[config.mk]
export PLATFORM = sky130hd
export DESIGN_NAME = min_tracking_linear_queue
export DESIGN_NICKNAME = d
export VERILOG_FILES = /design/src/design/mtlq_pkg.sv /design/src/design/mtlq_ram.sv /design/src/design/min_tracking_linear_queue.sv
export SDC_FILE = /design/constraint.sdc
export NUM_CORES = 2
export LEC_CHECK = 0
export CORE_MARGIN = 5
export CORE_UTILIZATION = 35
export DETAILED_ROUTE_END_ITERATION = 7
export DONT_BUFFER_PORTS = 1
export PLACE_DENSITY_LB_ADDON = 0.25
export SYNTH_ARGS = -nofsm -noshare
export SYNTH_HDL_FRONTEND = slang
export SYNTH_SLANG_ARGS = --single-unit
[constraint.sdc]
create_clock -name clk -period 6.9 [get_ports clk]
set_clock_uncertainty 0.1 [all_clocks]
set_input_delay 0.69 -clock clk [delete_from_list [all_inputs] [get_ports clk]]
set_output_delay 0.69 -clock clk [all_outputs]
set_load 0.01 [all_outputs]
[src/design/mtlq_pkg.sv]
`default_nettype none
package mtlq_pkg;

	localparam int DEPTH  = 64;
	localparam int ADDR_W = (DEPTH > 1) ? $clog2(DEPTH) : 1;
	localparam int CNT_W  = $clog2(DEPTH + 1);
	localparam int DATA_W = 32;
	localparam int OCC_W  = 7;

	localparam logic [1:0] CMD_INSERT = 2'd0;
	localparam logic [1:0] CMD_DELETE = 2'd1;
	localparam logic [1:0] CMD_QUERY  = 2'd2;

	localparam logic [1:0] STAT_OK        = 2'd0;
	localparam logic [1:0] STAT_OVERFLOW  = 2'd1;
	localparam logic [1:0] STAT_UNDERFLOW = 2'd2;
	localparam logic [1:0] STAT_EMPTY     = 2'd3;

	localparam logic signed [DATA_W-1:0] VAL_MAX = {1'b0, {(DATA_W-1){1'b1}}};

	typedef struct packed {
		logic [1:0]               cmd;
		logic signed [DATA_W-1:0] value;
	} in_t;

	typedef struct packed {
		logic [1:0]               status;
		logic signed [DATA_W-1:0] removed_value;
		logic signed [DATA_W-1:0] min_value;
		logic                     min_valid;
		logic [OCC_W-1:0]         occupancy;
	} out_t;

	typedef enum logic [2:0] {
		ST_IDLE = 3'b001,
		ST_POP  = 3'b010,
		ST_SCAN = 3'b100
	} state_t;

endpackage
`default_nettype wire

[src/design/mtlq_ram.sv]
`default_nettype none
module mtlq_ram #(
	parameter int DATA_W = 32,
	parameter int ADDR_W = 6,
	parameter int WORDS  = 64
) (
	input  wire logic              clk,
	input  wire logic              we,
	input  wire logic [ADDR_W-1:0] waddr,
	input  wire logic [DATA_W-1:0] wdata,
	input  wire logic [ADDR_W-1:0] raddr,
	output      logic [DATA_W-1:0] rdata
);

	logic [DATA_W-1:0] mem [WORDS];

	always_ff @(posedge clk) begin
		if (we) begin
			mem[waddr] <= wdata;
		end
	end

	always_ff @(posedge clk) begin
		rdata <= mem[raddr];
	end

endmodule
`default_nettype wire

[src/design/min_tracking_linear_queue.sv]
// Linear queue of signed 32-bit values with a running minimum.
// Input channel in_valid/in_ready carries one item: cmd (insert, delete,
// query) and value. Output channel out_valid/out_ready returns one result
// per item: status, removed value, minimum, min_valid and occupancy.
// Insert, query and any failing operation: the result is formed in the
// accepting cycle and registered. Delete: one entry-store read of the head
// entry. When the popped entry equals the minimum and entries remain, the
// remaining entries are rescanned one per cycle through the single read
// port of the entry store. One item is in work at a time.
// Slots are never reused; after DEPTH inserts every insert overflows.
// Results go to an output register backed by one holding register, so a
// new item is taken while a finished result waits; when both are full,
// in_ready drops until the receiver takes a result.
// Reset clears head, tail, minimum and all valid flags; the entry store
// needs no clearing since only written slots are ever read.
`default_nettype none
module min_tracking_linear_queue (
	input  wire logic           clk,
	input  wire logic           arst_n,
	input  wire logic           in_valid,
	output      logic           in_ready,
	input  wire mtlq_pkg::in_t  in_data,
	output      logic           out_valid,
	input  wire logic           out_ready,
	output      mtlq_pkg::out_t out_data
);
	import mtlq_pkg::*;

	state_t                   state_q, state_d;
	logic [CNT_W-1:0]         head_q, head_d;
	logic [CNT_W-1:0]         tail_q, tail_d;
	logic [CNT_W-1:0]         scan_q, scan_d;
	logic signed [DATA_W-1:0] min_q, min_d;
	logic signed [DATA_W-1:0] acc_q, acc_d;
	logic signed [DATA_W-1:0] removed_q, removed_d;
	out_t                     out_q, pend_q, res;
	logic                     out_valid_q, pend_valid_q;
	logic                     res_load, out_free, in_fire, empty;
	logic                     we;
	logic [ADDR_W-1:0]        waddr, raddr;
	logic [DATA_W-1:0]        rdata_raw;
	logic signed [DATA_W-1:0] rdata, cand;
	logic [CNT_W-1:0]         head_inc, scan_inc;

	function automatic out_t make_res(
		input logic [1:0]               status,
		input logic signed [DATA_W-1:0] removed,
		input logic [CNT_W-1:0]         head,
		input logic [CNT_W-1:0]         tail,
		input logic signed [DATA_W-1:0] mn
	);
		out_t r;
		logic nonempty;
		nonempty        = head != tail;
		r.status        = status;
		r.removed_value = removed;
		r.min_value     = nonempty ? mn : '0;
		r.min_valid     = nonempty;
		r.occupancy     = OCC_W'(tail - head);
		return r;
	endfunction

	mtlq_ram #(
		.DATA_W(DATA_W),
		.ADDR_W(ADDR_W),
		.WORDS (DEPTH)
	) u_ram (
		.clk  (clk),
		.we   (we),
		.waddr(waddr),
		.wdata(in_data.value),
		.raddr(raddr),
		.rdata(rdata_raw)
	);

	assign rdata    = rdata_raw;
	assign in_ready = (state_q == ST_IDLE) && !pend_valid_q;
	assign in_fire  = in_valid && in_ready;
	assign out_free = !out_valid_q || out_ready;
	assign empty    = head_q == tail_q;
	assign head_inc = head_q + CNT_W'(1);
	assign scan_inc = scan_q + CNT_W'(1);
	assign cand     = (rdata < acc_q) ? rdata : acc_q;

	always_comb begin
		state_d   = state_q;
		head_d    = head_q;
		tail_d    = tail_q;
		scan_d    = scan_q;
		min_d     = min_q;
		acc_d     = acc_q;
		removed_d = removed_q;
		we        = 1'b0;
		waddr     = tail_q[ADDR_W-1:0];
		raddr     = head_q[ADDR_W-1:0];
		res_load  = 1'b0;
		res       = make_res(STAT_OK, '0, head_q, tail_q, min_q);
		unique case (state_q)
			ST_IDLE: begin
				if (in_fire) begin
					unique case (in_data.cmd)
						CMD_INSERT: begin
							res_load = 1'b1;
							if (tail_q >= CNT_W'(DEPTH)) begin
								res = make_res(STAT_OVERFLOW, '0, head_q, tail_q, min_q);
							end else begin
								we     = 1'b1;
								tail_d = tail_q + CNT_W'(1);
								if (empty || (in_data.value < min_q)) begin
									min_d = in_data.value;
								end
								res = make_res(STAT_OK, '0, head_q, tail_d, min_d);
							end
						end
						CMD_DELETE: begin
							if (empty) begin
								res_load = 1'b1;
								res = make_res(STAT_UNDERFLOW, '0, head_q, tail_q, min_q);
							end else begin
								state_d = ST_POP;
							end
						end
						default: begin
							res_load = 1'b1;
							res = make_res(empty ? STAT_EMPTY : STAT_OK, '0,
								head_q, tail_q, min_q);
						end
					endcase
				end
			end
			ST_POP: begin
				removed_d = rdata;
				head_d    = head_inc;
				if ((rdata == min_q) && (head_inc < tail_q)) begin
					raddr   = head_inc[ADDR_W-1:0];
					scan_d  = head_inc;
					acc_d   = VAL_MAX;
					state_d = ST_SCAN;
				end else begin
					res_load = 1'b1;
					res      = make_res(STAT_OK, rdata, head_inc, tail_q, min_q);
					state_d  = ST_IDLE;
				end
			end
			ST_SCAN: begin
				acc_d = cand;
				if (scan_inc == tail_q) begin
					min_d    = cand;
					res_load = 1'b1;
					res      = make_res(STAT_OK, removed_q, head_q, tail_q, cand);
					state_d  = ST_IDLE;
				end else begin
					raddr  = scan_inc[ADDR_W-1:0];
					scan_d = scan_inc;
				end
			end
			default: begin
				state_d = ST_IDLE;
			end
		endcase
	end

	always_ff @(posedge clk or negedge arst_n) begin
		if (!arst_n) begin
			state_q      <= ST_IDLE;
			head_q       <= '0;
			tail_q       <= '0;
			min_q        <= '0;
			out_valid_q  <= 1'b0;
			pend_valid_q <= 1'b0;
		end else begin
			state_q <= state_d;
			head_q  <= head_d;
			tail_q  <= tail_d;
			min_q   <= min_d;
			if (pend_valid_q && out_free) begin
				out_valid_q  <= 1'b1;
				pend_valid_q <= 1'b0;
			end else if (res_load) begin
				if (out_free) begin
					out_valid_q <= 1'b1;
				end else begin
					pend_valid_q <= 1'b1;
				end
			end else if (out_ready) begin
				out_valid_q <= 1'b0;
			end
		end
	end

	always_ff @(posedge clk) begin
		scan_q    <= scan_d;
		acc_q     <= acc_d;
		removed_q <= removed_d;
		if (pend_valid_q && out_free) begin
			out_q <= pend_q;
		end else if (res_load) begin
			if (out_free) begin
				out_q <= res;
			end else begin
				pend_q <= res;
			end
		end
	end

	assign out_valid = out_valid_q;
	assign out_data  = out_q;

endmodule
`default_nettype wire

==> impl_results.md <==
* Status: completed
* Area of the die at around 0.28 mm²
* Synth area leaders: edfxtp_1 (72%), mux4_2 (10%), nand2_1 (2.0%)
* Cells after synthesis at approximately 5.2k
* Largest net degree at the start of global routing at 79
* Unrepaired setup endpoints after global routing: false
* Post-CTS Setup Repair Bufs at 0
* R2R depth at 20
* Post-synth EDFFs at around 2.3k
* Yosys reg bits at 2350
* First-pass GRT wire length at between 400000 and 500000 µm
* Total power at just under 0.04 W
* Asr flop ratio synth at approximately 2.2%
* Grt total ovfl at 0
* Clk sinks at roughly 2.4k
* Post-route setup TNS at 0 ns
* CTS max path bufs at 4
* Pwr dens at 353 mW/mm²
* Avg Cell Area, Syn at between 15 and 20 µm²
* Root buf cell: clkbuf_16
* Delay of the slowest critical-path stage at just over 0.8 ns
* # DRC at 0
* Via count at 53.1k
* Max cap viols at 0
* Fraction of the cycle the final worst path needs at approximately 99%
* Layout Cells excl Fill at a little over 9k
* Total CTS buffers at between 200 and 250
* Worst R2R Setup Slack at 0.1 ns
* Post-route antenna net violation count at 0
* Die width at ~530 µm
* Slew Limit Headroom at between 10% and 20%
* Core area at 0.271 mm²
* IO buf count at 0
* Cell Area, Synth at roughly 0.095 mm²
* Post-DP HPWL at 178000 µm
* Die Y at about 530 µm
* Clk slew on worst S/H paths at about 0.060 ns
* Cell mode on critical path: buf_4
* Worst r2r dst: u_ram.rdata[10]
* Count leader, synth: edfxtp_1
* Vias in the first global route at between 50k and 60k
* Hold_ws at between 0.04 and 0.05 ns
* Top_reg_cell synth: edfxtp_1
* Routed WL at 311000 µm
* Ys Warns at 0
* Leakage at approximately 36 nW
* Total track usage at between 20 and 25%
* Max-slew violation count at 0
* Routed vias/inst at ~5.7
* Yosys top cell by area: edfxtp_1
* Seq/Total Area, Yosys at around 74%
* Initial DRT Pass Iterations at 5
* Critical path class: flip-flop to flip-flop
* Share of layout cells above drive strength 1 at roughly 22%
* Worst min-delay path class: primary input to flip-flop
* Critical Path AT at ~7.4 ns
* Placed Cells at 8782
* TritonCTS clock tree: yes
* Max H-tree Level at 4
* RR Startpoint: head_q[1]
* Type of origin of the critical path: flip-flop
* Crit path max-delay cell type: o21ai_0
* CP Capture Type: flip-flop
* Worst slew pin tran at between 1 and 1.5 ns
* FILL cells at about 24k
* Initial core utilization at a little over a third
* Crit path to: u_ram.rdata[10]
* Worst path cell trace: nand3_1, nor3_1, xnor2_1, inv_1, ha_1, nand2_1, o21ai_0, o21ai_1, nor4_4, buf_4, nor2_4, o31ai_2, buf_4, and2_4, buf_4, nand2_1, o22ai_1, a31oi_1, o21ai_0, nor2_1
* Total area of sequential cells at 0.0700 mm²
* Peak supply drop at approximately 0.25 mV
* Cell row count at approximately 190
* Num ports at approximately 110
* RD Place Congestion at roughly 0.86
* Nets at between 5k and 6k
* Clock latency on the worst-skew pair at ~0.93 ns
* Share of the synthesized area in the top cell type at between 70 and 80%
* Synth cell types at approximately 90
* Crit path time final at just under 7 ns
* Setup Viol. Count Final at 0
* Multi-input gate area at ~0.024 mm²
* Crit. Startpoint: head_q[1]
* Data required, critical path at between 7 and 8 ns
* Wire per inst at around 34 µm
* Final hold vios at 0
* DRT iter0 DRCs at a little under 7k
* F_max at between 100 and 150 MHz
* Syn-to-layout area delta at 15.9%
* Post-synth top cells: edfxtp_1 (2267), nand2_1 (513), mux4_2 (431)
* Initial antenna violation count at 17
* Worst Path Max Fanout at 12
* Final core occ at 40.7%
* Syn nets at approximately 5.4k
==> layer usage <==
| layer | vias to the layer above | wire length, µm | GRT usage (%) |
|---|---|---|---|
| met1 | 28300 | 129000 | 30.8 |
| met2 | 2676 | 140000 | 32.9 |
| li1 | 21700 | - | - |
| met3 | 428 | 31900 | 5.48 |
| met5 | - | 26 | 0 |
| met4 | 4 | 10600 | 6.76 |
==> how the worst min path moves through the flow <==
stage / from / end / slack, ns / cells after the start
after floorplan: arst_n / head_q[0] / 0.29 / 0
after global placement: arst_n / out_valid / 0.30 / 0
after detailed placement: arst_n / out_valid / 0.30 / 0
after CTS: in_data[22] / pend_q[30] / 0.01 / 3
after global routing: in_data[13] / u_ram.mem[51][13] / 0.04 / 1
final: in_data[13] / u_ram.mem[51][13] / 0.05 / 1
==> where the power goes <==
part,internal (W),total (W),switching [W]
Combinational,0.00327,0.00803,0.00476
Sequential,0.0163,0.0172,0.000857
Clock,0.00795,0.0136,0.00563
==> layout by cell type (no fill, tap or decap), drive strengths merged, types with 32 or more instances in the layout <==
cell	netlist	final
dfrtp	50	50
xor2	50	50
inv	84	92
mux4	431	431
nand3	148	148
a31oi	34	34
o31ai	35	35
nand2	516	516
o21ai	53	53
clkbuf	121	320
mux2i	149	149
dfxtp	32	32
a21o	51	51
nor2	210	210
mux2	52	52
and2	33	33
a21oi	161	161
buf	161	298
edfxtp	2267	2267
a32oi	65	65
bufinv	0	32
a22oi	49	49
o22ai	37	37
ha	85	85
a22o	32	32
clkinv	0	81
==> critical path, delay by kind of cell, from the launching register on <==
kind | cells | cell delay, ns
buffers and inverters | 4 | 0.94
DFF | 1 | 0.49
adders and majority gates | 1 | 0.40
AOI/OAI and AO/OA | 6 | 2.27
xor gates and xnor gates | 1 | 0.24
and+or+nand+nor | 8 | 2.25
==> registers in the layout, indices dropped and copies added (netlist names) <==
signal / cells
state_q: 3
u_ram.mem: 2048
out_valid: 1
tail_q: 7
scan_q: 7
u_ram.rdata: 32
pend_valid_q: 1
acc_q: 32
removed_q: 32
out_data: 74
min_q: 32
pend_q: 74
head_q: 7
==> area by class of cell <==
class                           count  share of cell area, %
Antenna cell                        9                 0.0205
Clock buffer                      320                   6.03
Clock inverter                    129                   1.39
Inverter                           84                  0.287
Multi-Input combinational cell   2513                   21.5
Sequential cell                  2350                   63.6
Tap cell                         3570                   4.06
Timing Repair Buffer              307                   3.09
==> cell families after synthesis <==
logic type / share of synthesized area, %
flip-flops: 73.7
AND/OR/NAND/NOR: 4.70
AO/OA/AOI/OAI: 5.12
multiplexers: 12.4
buffers and inverters: 2.04
adder cells (fa/ha/maj): 1.18
XOR/XNOR: 0.815
==> what timing repair did <==
action	4_1_cts	5_1_grt
hold buffers	42	0
setup endpoints to repair	0	4
gates resized for setup	0	2
hold endpoints to repair	2130	0
==> metrics by stage <==
step / setup WS, ns / cell area (µm²)
floorplan: 0.154 / 94900
detailed placement: 0.116 / 101000
global placement: 0.0864 / 101000
global route: 0.00427 / 110000
finish: 0.0994 / 110000
CTS: 0.188 / 110000
(Power assumes the default switching activity.)
